--- config.mk ---
export PLATFORM = sky130hd
export DESIGN_NAME = fixed_partition_fit_allocator
export DESIGN_NICKNAME = d
export VERILOG_FILES = /design/src/fpfa_pkg.sv /design/src/fpfa_table.sv /design/src/fpfa_cmp.sv /design/src/fpfa_ctrl.sv /design/src/fixed_partition_fit_allocator.sv
export SDC_FILE = /design/constraint.sdc
export NUM_CORES = 1
export LEC_CHECK = 0
export BUFFER_PORTS_ARGS = -buffer_cell sky130_fd_sc_hd__buf_4
export CAP_MARGIN = 5
export CORE_AREA = 2 2 197 199
export CTS_CLUSTER_SIZE = 30
export DETAILED_ROUTE_END_ITERATION = 10
export DIE_AREA = 0 0 199 201
export GPL_ROUTABILITY_DRIVEN = 0
export GPL_TIMING_DRIVEN = 0
export SETUP_SLACK_MARGIN = 0.02
export SLEW_MARGIN = 20
export SYNTH_ARGS = -nofsm -noshare
export SYNTH_HDL_FRONTEND = slang
export SYNTH_HIERARCHICAL = 1
export SYNTH_SLANG_ARGS = --single-unit
--- constraint.sdc ---
create_clock -name clk -period 4.9 [get_ports clk]
set_input_delay 0.49 -clock clk [delete_from_list [all_inputs] [get_ports clk]]
set_output_delay 0.49 -clock clk [all_outputs]
set_load 0.02 [all_outputs]
--- src/fpfa_pkg.sv ---
// ----------------------------------------------------------------------------
// fpfa_pkg
// Shared types and constants for the fixed partition fit allocator.
// ----------------------------------------------------------------------------
package fpfa_pkg;

	localparam int MAX_BLOCKS = 16;
	localparam int SIZE_BITS  = 16;
	localparam int IDX_W      = $clog2(MAX_BLOCKS);
	localparam int CNT_W      = $clog2(MAX_BLOCKS + 1);

	// fixed field widths of the stream and config ports
	localparam int MODE_W      = 2;
	localparam int NUM_W       = 5;
	localparam int BIDX_W      = 4;
	localparam int SVAL_W      = 16;
	localparam int BNUM_W      = 4;
	localparam int S_TDATA_W   = 24;
	localparam int M_TDATA_W   = 8;
	localparam int CFG_ADDR_W  = 1;
	localparam int CFG_DATA_W  = 5;

	localparam logic [MODE_W-1:0] FIT_FIRST = 2'd0;
	localparam logic [MODE_W-1:0] FIT_BEST  = 2'd1;
	localparam logic [MODE_W-1:0] FIT_WORST = 2'd2;

	localparam logic REQ_LOAD  = 1'b0;
	localparam logic REQ_ALLOC = 1'b1;

	localparam logic [CFG_ADDR_W-1:0] CFG_FIT_MODE   = 1'd0;
	localparam logic [CFG_ADDR_W-1:0] CFG_NUM_BLOCKS = 1'd1;

	localparam logic [NUM_W-1:0] NUM_BLOCKS_RST = 5'd16;

	typedef enum logic [1:0] {
		ST_IDLE,
		ST_SCAN,
		ST_WB,
		ST_DONE
	} st_t;

	// table write port
	typedef struct packed {
		logic                 en;
		logic [IDX_W-1:0]     addr;
		logic [SIZE_BITS-1:0] data;
	} wr_t;

	// compare unit verdict for one entry
	typedef struct packed {
		logic fit;
		logic take;
		logic stop;
	} cmp_t;

endpackage

--- src/fpfa_table.sv ---
// ----------------------------------------------------------------------------
// fpfa_table
// Partition size table: one write port, one read port at the scan index.
// ----------------------------------------------------------------------------
module fpfa_table (
	input  logic                           clk,
	input  logic                           arst_n,
	input  fpfa_pkg::wr_t                  wr,
	input  logic [fpfa_pkg::IDX_W-1:0]     rd_addr,
	output logic [fpfa_pkg::SIZE_BITS-1:0] rd_data
);
	import fpfa_pkg::*;

	logic [SIZE_BITS-1:0] size_q [MAX_BLOCKS];

	always_ff @(posedge clk or negedge arst_n) begin
		if (!arst_n) begin
			for (int i = 0; i < MAX_BLOCKS; i++) begin
				size_q[i] <= '0;
			end
		end else if (wr.en) begin
			size_q[wr.addr] <= wr.data;
		end
	end

	assign rd_data = size_q[rd_addr];

endmodule

--- src/fpfa_cmp.sv ---
// ----------------------------------------------------------------------------
// fpfa_cmp
// Shared compare unit: judges one table entry against the request and the
// best candidate so far.
// ----------------------------------------------------------------------------
module fpfa_cmp (
	input  logic [fpfa_pkg::SIZE_BITS-1:0] entry_size,
	input  logic [fpfa_pkg::SIZE_BITS-1:0] want,
	input  logic [fpfa_pkg::SIZE_BITS-1:0] best,
	input  logic                           found,
	input  logic [fpfa_pkg::MODE_W-1:0]    fit_mode,
	output fpfa_pkg::cmp_t                 res
);
	import fpfa_pkg::*;

	logic first_mode;
	logic better;

	always_comb begin
		// unused mode code behaves as first fit
		first_mode = (fit_mode != FIT_BEST) && (fit_mode != FIT_WORST);
		better     = ((fit_mode == FIT_BEST) && (entry_size < best)) ||
		             ((fit_mode == FIT_WORST) && (entry_size > best));
		res.fit    = (entry_size >= want);
		res.take   = res.fit && (!found || better);
		res.stop   = res.fit && first_mode;
	end

endmodule

--- src/fpfa_ctrl.sv ---
// ----------------------------------------------------------------------------
// fpfa_ctrl
// Sequencer: takes items, walks the table one entry per cycle, writes back
// the consumed entry and holds the result register.
// ----------------------------------------------------------------------------
module fpfa_ctrl (
	input  logic                           clk,
	input  logic                           arst_n,
	input  logic                           in_valid,
	output logic                           in_ready,
	input  logic                           req_type,
	input  logic [fpfa_pkg::BIDX_W-1:0]    block_index,
	input  logic [fpfa_pkg::SVAL_W-1:0]    size_value,
	input  logic [fpfa_pkg::NUM_W-1:0]     num_blocks,
	output logic [fpfa_pkg::IDX_W-1:0]     rd_addr,
	input  logic [fpfa_pkg::SIZE_BITS-1:0] rd_data,
	output logic [fpfa_pkg::SIZE_BITS-1:0] want,
	output logic [fpfa_pkg::SIZE_BITS-1:0] best,
	output logic                           found,
	input  fpfa_pkg::cmp_t                 cmp,
	output fpfa_pkg::wr_t                  wr,
	output logic                           out_valid,
	input  logic                           out_ready,
	output logic                           granted,
	output logic [fpfa_pkg::BNUM_W-1:0]    block_number
);
	import fpfa_pkg::*;

	st_t                  st_q, st_nxt;
	logic [IDX_W-1:0]     idx_q;
	logic [CNT_W-1:0]     lim_q;
	logic [CNT_W-1:0]     lim;
	logic [SIZE_BITS-1:0] want_q;
	logic [SIZE_BITS-1:0] best_q;
	logic [IDX_W-1:0]     sel_q;
	logic                 found_q;
	logic                 out_valid_q;
	logic                 granted_q;
	logic [BNUM_W-1:0]    bnum_q;

	logic take_in;
	logic take_alloc;
	logic take_load;
	logic last;
	logic scan_en;
	logic wb_en;
	logic out_load;

	assign take_in    = in_valid && in_ready;
	assign take_alloc = take_in && (req_type == REQ_ALLOC);
	assign take_load  = take_in && (req_type == REQ_LOAD);
	assign last       = ({1'b0, idx_q} + CNT_W'(1)) == lim_q;

	always_comb begin
		if (int'(num_blocks) > MAX_BLOCKS) begin
			lim = CNT_W'(MAX_BLOCKS);
		end else begin
			lim = CNT_W'(num_blocks);
		end
	end

	// next state
	always_comb begin
		st_nxt = st_q;
		case (st_q)
			ST_IDLE: begin
				if (take_alloc) begin
					st_nxt = (lim == '0) ? ST_DONE : ST_SCAN;
				end
			end
			ST_SCAN: begin
				if (cmp.stop || last) begin
					st_nxt = ST_WB;
				end
			end
			ST_WB: begin
				st_nxt = ST_DONE;
			end
			ST_DONE: begin
				if (!out_valid_q || out_ready) begin
					st_nxt = ST_IDLE;
				end
			end
			default: begin
				st_nxt = ST_IDLE;
			end
		endcase
	end

	// state outputs
	always_comb begin
		in_ready = (st_q == ST_IDLE);
		scan_en  = (st_q == ST_SCAN);
		wb_en    = (st_q == ST_WB) && found_q;
		out_load = (st_q == ST_DONE) && (!out_valid_q || out_ready);
	end

	// table write: loads on transfer, zero on write-back
	always_comb begin
		wr = '0;
		if (take_load) begin
			wr.en   = (int'(block_index) < MAX_BLOCKS);
			wr.addr = IDX_W'(block_index);
			wr.data = SIZE_BITS'(size_value);
		end else if (wb_en) begin
			wr.en   = 1'b1;
			wr.addr = sel_q;
			wr.data = '0;
		end
	end

	always_ff @(posedge clk or negedge arst_n) begin
		if (!arst_n) begin
			st_q        <= ST_IDLE;
			found_q     <= 1'b0;
			out_valid_q <= 1'b0;
		end else begin
			st_q <= st_nxt;
			if (take_alloc) begin
				found_q <= 1'b0;
			end else if (scan_en && cmp.take) begin
				found_q <= 1'b1;
			end
			if (out_load) begin
				out_valid_q <= 1'b1;
			end else if (out_ready) begin
				out_valid_q <= 1'b0;
			end
		end
	end

	always_ff @(posedge clk) begin
		if (take_alloc) begin
			want_q <= SIZE_BITS'(size_value);
			best_q <= '0;
			sel_q  <= '0;
			idx_q  <= '0;
			lim_q  <= lim;
		end else if (scan_en) begin
			if (cmp.take) begin
				best_q <= rd_data;
				sel_q  <= idx_q;
			end
			idx_q <= idx_q + IDX_W'(1);
		end
		if (out_load) begin
			granted_q <= found_q;
			bnum_q    <= found_q ? BNUM_W'(sel_q) : '0;
		end
	end

	assign rd_addr      = idx_q;
	assign want         = want_q;
	assign best         = best_q;
	assign found        = found_q;
	assign out_valid    = out_valid_q;
	assign granted      = granted_q;
	assign block_number = bnum_q;

endmodule

--- src/fixed_partition_fit_allocator.sv ---
// ----------------------------------------------------------------------------
// fixed_partition_fit_allocator
// First, best or worst fit allocation over a table of fixed partitions.
// ----------------------------------------------------------------------------
// load transfer: no result, next item taken the following cycle
// allocate: accept, scan of N = min(num_blocks,16) entries, write-back, result
//   (first fit stops at the first hit); write-back zeroes the chosen entry
// the table is walked one entry per cycle through a single compare unit
// reset: fit_mode first fit, num_blocks 16, all partition sizes zero
module fixed_partition_fit_allocator (
	input  logic                            clk,
	input  logic                            arst_n,
	input  logic                            cfg_we,
	input  logic [fpfa_pkg::CFG_ADDR_W-1:0] cfg_addr,
	input  logic [fpfa_pkg::CFG_DATA_W-1:0] cfg_wdata,
	input  logic                            s_axis_tvalid,
	output logic                            s_axis_tready,
	// [3:0] block_index, [19:4] size_value, [23:20] zero
	input  logic [fpfa_pkg::S_TDATA_W-1:0]  s_axis_tdata,
	// [0] req_type
	input  logic                            s_axis_tuser,
	output logic                            m_axis_tvalid,
	input  logic                            m_axis_tready,
	// [3:0] block_number, [7:4] zero
	output logic [fpfa_pkg::M_TDATA_W-1:0]  m_axis_tdata,
	// [0] granted
	output logic                            m_axis_tuser
);
	import fpfa_pkg::*;

	logic [MODE_W-1:0]    fit_mode_q;
	logic [NUM_W-1:0]     num_blocks_q;
	logic [IDX_W-1:0]     rd_addr;
	logic [SIZE_BITS-1:0] rd_data;
	logic [SIZE_BITS-1:0] want;
	logic [SIZE_BITS-1:0] best;
	logic                 found;
	cmp_t                 cmp;
	wr_t                  wr;
	logic [BNUM_W-1:0]    block_number;

	always_ff @(posedge clk or negedge arst_n) begin
		if (!arst_n) begin
			fit_mode_q   <= FIT_FIRST;
			num_blocks_q <= NUM_BLOCKS_RST;
		end else if (cfg_we) begin
			case (cfg_addr)
				CFG_FIT_MODE:   fit_mode_q   <= cfg_wdata[MODE_W-1:0];
				CFG_NUM_BLOCKS: num_blocks_q <= cfg_wdata[NUM_W-1:0];
				default: begin
				end
			endcase
		end
	end

	fpfa_table u_table (
		.clk     (clk),
		.arst_n  (arst_n),
		.wr      (wr),
		.rd_addr (rd_addr),
		.rd_data (rd_data)
	);

	fpfa_cmp u_cmp (
		.entry_size (rd_data),
		.want       (want),
		.best       (best),
		.found      (found),
		.fit_mode   (fit_mode_q),
		.res        (cmp)
	);

	fpfa_ctrl u_ctrl (
		.clk          (clk),
		.arst_n       (arst_n),
		.in_valid     (s_axis_tvalid),
		.in_ready     (s_axis_tready),
		.req_type     (s_axis_tuser),
		.block_index  (s_axis_tdata[BIDX_W-1:0]),
		.size_value   (s_axis_tdata[BIDX_W+SVAL_W-1:BIDX_W]),
		.num_blocks   (num_blocks_q),
		.rd_addr      (rd_addr),
		.rd_data      (rd_data),
		.want         (want),
		.best         (best),
		.found        (found),
		.cmp          (cmp),
		.wr           (wr),
		.out_valid    (m_axis_tvalid),
		.out_ready    (m_axis_tready),
		.granted      (m_axis_tuser),
		.block_number (block_number)
	);

	assign m_axis_tdata = {(M_TDATA_W - BNUM_W)'(0), block_number};

	// an accepted allocation keeps the input closed for the next cycle
	a_busy_after_alloc: assert property (@(posedge clk) disable iff (!arst_n)
		s_axis_tvalid && s_axis_tready && (s_axis_tuser == REQ_ALLOC)
		|=> !s_axis_tready)
		else $error("input ready right after an allocate transfer");

	// a refused request reports block zero
	a_no_grant_zero: assert property (@(posedge clk) disable iff (!arst_n)
		m_axis_tvalid && !m_axis_tuser |-> (block_number == '0))
		else $error("nonzero block number without grant");

	// a granted block lies inside the searched range
	a_grant_in_range: assert property (@(posedge clk) disable iff (!arst_n)
		m_axis_tvalid && m_axis_tuser |-> ({1'b0, block_number} < num_blocks_q))
		else $error("granted block outside searched range");

endmodule
==> out/results.tsv <==
metric	value	unit
RSZ-0062 raised after global routing	no	
number of levels in the clock H-tree	2	
number of instances in the synthesized netlist	1063	
remaining max-slew budget at the tightest pin	36.8	%
cell family with most CP delay	compound AO/OA/AOI/OAI gates	
adder-cell area share of the yosys netlist	3.32	%
compound-gate portion of the synthesized area	4.02	%
largest area contributor in the synthesized netlist	sky130_fd_sc_hd__dfrtp_1	
multiplexer share of the synthesized area	29.9	%
number of filler cells placed in the layout	3439	
period utilization	94.7	%
type of element capturing the critical path	flip-flop	
initial cell density of the core	39.3	%
final routed wirelength across all metal layers	34000	um
number of buffers added for setup after CTS	0	
register area	7940	um2
category of the worst setup path launch point	flip-flop	
async set or reset register ratio after synthesis	84.2	%
input/output buffers	38	
n_diodes	0	
simple-gate share of the synthesized area	5.69	%
count of final setup violators	0	
post-detailed-route DRC marker count	0	
Yosys top cell area share	44.4	%
final critical delay including setup and external delays	4.64	ns
most frequent cells in the layout	266 x sky130_fd_sc_hd__dfrtp_1, 246 x sky130_fd_sc_hd__mux2_2, 71 x sky130_fd_sc_hd__nand2_1	
Synth warnings	6	
CP arrival	5.03	ns
Total Routing Usage GR	17.8	%
count of state elements after synthesis	317	
Static Leak	8.09	nW
Starting DRT DRC Count	459	
routed len/inst	20.1	um
HPWL after detailed placement	24100	um
stage delay of the slowest cell on the critical path	0.63	ns
kind of critical path	reg -> reg	
top_reg_cell synth	sky130_fd_sc_hd__dfrtp_1	
Final Total Pwr	0.00740	W
critical path buffer and inverter count	2	
vias in the first global route	9353	
most frequent standard cell in the layout excluding fill and tap cells	sky130_fd_sc_hd__dfrtp_1	
Place WS	-0.314	ns
number of sinks handled by clock tree synthesis	317	
maximum resistive drop on vdd	0.000236	V
clock latency of the later-clocked register in the worst-skew pair	0.52	ns
Clk pin slew, worst setup/hold paths	0.06	ns
number of buffers added by the clock tree synthesis step	35	
count of standard-cell rows	72	
number of routed nets with antenna violations	0	
mean instance size in the synthesized netlist	14.1	um2
CP Max Fanout	10	
overall die area	40000	um2
Die W	199	um
worst path setup slack after routing	0.261	ns
clock tree from TritonCTS	yes	
Die Height	201	um
power density over the cells	429	nW/um2
required arrival time at the worst endpoint	5.29	ns
Cell Area, Synth	15000	um2
xor/xnor cell area share of the yosys netlist	0.468	%
cell types occupying the most area after synthesis	sky130_fd_sc_hd__dfrtp_1 44%, sky130_fd_sc_hd__mux2_2 18%, sky130_fd_sc_hd__mux4_2 9.6%	
Via Count	8841	
largest net degree at the start of global routing	85	
Post-synth EDFFs	26	
average vias per placed instance	5.23	
outcome	finished clean	
path category of the worst min-delay check	in -> reg	
max-slew violation count	0	
highest clock frequency the design can meet	216	MHz
Synth-to-Final Area Change	15.1	%
iteration count of the initial detailed-routing pass	5	
Max Cap Viol	0	
sequential cell area fraction in the yosys report	53.0	%
main combinational cell family by area after synthesis	multiplexers	
number of hold violations in the final report	0	
core area	38100	um2
grt total ovfl	0	
ratio of cells with drive above 1 in the final layout	41.0	%
worst-margin pin slew	0.944	ns
Critical Path, Cell by Cell	nor2_1 -> clkbuf_1 -> a22oi_1 -> nand2_1 -> inv_1 -> ha_1 -> nand2b_1 -> a21o_1 -> a211oi_1 -> o31ai_1 -> a21o_1 -> and2_1 -> nand2b_1 -> a31oi_1 -> o21ai_0 -> o211a_1 -> mux2i_1	
Finished Core Util	45.3	%
area of the multi-input gates	6520	um2
final net count	1221	
Critical Path Slowest Stage Cell	sky130_fd_sc_hd__nor2_1	
Ports	47	
library cells used by synthesis	55	
skew final	0.0192	ns
wire length of the first global-routing pass	54400	um
number of antenna violations at the first check in global routing	0	
clock root buffer	sky130_fd_sc_hd__clkbuf_16	
clock tree buffer depth	3	
-- final timing paths --
| check | from | end | slack (ns) | cells past startpoint |
|---|---|---|---|---|
| setup / recovery | u_ctrl/rd_addr[3] | u_ctrl/st_q[1] | 0.26 | 17 |
| min in group asynchronous | arst_n | num_blocks_q[3] | 0.55 | 2 |
| max in group asynchronous | arst_n | u_table/size_q[173] | 2.91 | 5 |
| hold / removal | s_axis_tdata[15] | u_ctrl/want[11] | 0.16 | 1 |
| hold reg to reg | u_ctrl/best[11] | u_ctrl/best[11] | 0.45 | 2 |
| setup reg to reg | u_ctrl/rd_addr[3] | u_ctrl/st_q[1] | 0.26 | 17 |
-- sequential cells by signal, summed over array words and instances, names as in the netlist, 2 cells and up --
signal	flops
u_table/size_q	256
u_ctrl/best	16
u_ctrl/want	16
num_blocks_q	5
u_ctrl/lim_q	5
u_ctrl/block_number	4
u_ctrl/rd_addr	4
u_ctrl/sel_q	4
fit_mode_q	2
u_ctrl/st_q	2
-- logic make-up after synthesis --
kind of cell,after synthesis
AO/OA/AOI/OAI,90
XOR/XNOR,8
adder cells (fa/ha/maj),40
buffers and inverters,113
flip-flops,317
multiplexers,331
other,1
AND/OR/NAND/NOR,163
-- final cells by class --
cell class                 count  area share (%)
clock inverter                 8           0.638
buffer                        76            2.49
tap                          518            3.76
clock buffer                  55            6.04
timing repair buffer          43            2.39
multi-input combinational    636            37.8
inverter                      37           0.805
sequential                   317            46.1
-- per-stage QoR --
step / setup TNS (ns) / cells / hold slack [ns] / instance area, um2
2_1_floorplan: 0 / 1066 / 0.194 / 15000
3_3_place_gp: -4.84 / 1622 / 0.443 / 15900
3_5_place_dp: -6.08 / 1626 / 0.448 / 16000
4_1_cts: 0 / 1690 / 0.138 / 17200
5_1_grt: 0 / 1690 / 0.146 / 17200
6_report: 0 / 1690 / 0.157 / 17200
-- what timing repair did --
action | in CTS | in global routing
hold endpoints to repair | 10 | 0
setup endpoints to repair | 23 | 23
gates resized for setup | 10 | 14
hold buffers | 1 | 0
-- routing by layer --
metal  up-vias  wire (um)  global-route usage (%)
met5         -          0                       0
met4         0        736                    4.90
met3        44       1300                    2.44
met2       170      15600                    27.2
met1      4600      16300                    26.4
li1       4027          -                       -
-- power breakdown --
| group | internal, W | leakage [nW] | switching (W) | total (W) |
|---|---|---|---|---|
| Sequential | 0.00285 | 4.14 | 0.000123 | 0.00298 |
| Clock | 0.00157 | 0.556 | 0.00104 | 0.00261 |
| Combinational | 0.000761 | 3.40 | 0.00105 | 0.00181 |
-- worst reg2reg max path, delay by kind of cell (launching register included) --
family | cells | cell delay [ns]
compound gates | 8 | 1.71
simple gates | 5 | 1.30
buf+inv | 2 | 0.70
fa+ha+maj | 1 | 0.26
flops | 1 | 0.43
mux | 1 | 0.13
-- Yosys cell counts (11+ instances only) --
cell type,count
sky130_fd_sc_hd__a21oi_1,27
sky130_fd_sc_hd__dfrtp_1,266
sky130_fd_sc_hd__nor2_1,15
sky130_fd_sc_hd__ha_1,39
sky130_fd_sc_hd__nand2_1,71
sky130_fd_sc_hd__buf_2,21
sky130_fd_sc_hd__clkbuf_1,37
sky130_fd_sc_hd__inv_1,37
sky130_fd_sc_hd__and2_1,24
sky130_fd_sc_hd__dfxtp_1,24
sky130_fd_sc_hd__nand3_1,11
sky130_fd_sc_hd__edfxtp_1,26
sky130_fd_sc_hd__a22oi_1,32
sky130_fd_sc_hd__mux2_2,246
sky130_fd_sc_hd__mux4_2,64
Note: power is estimated with default switching activity, not from simulation.
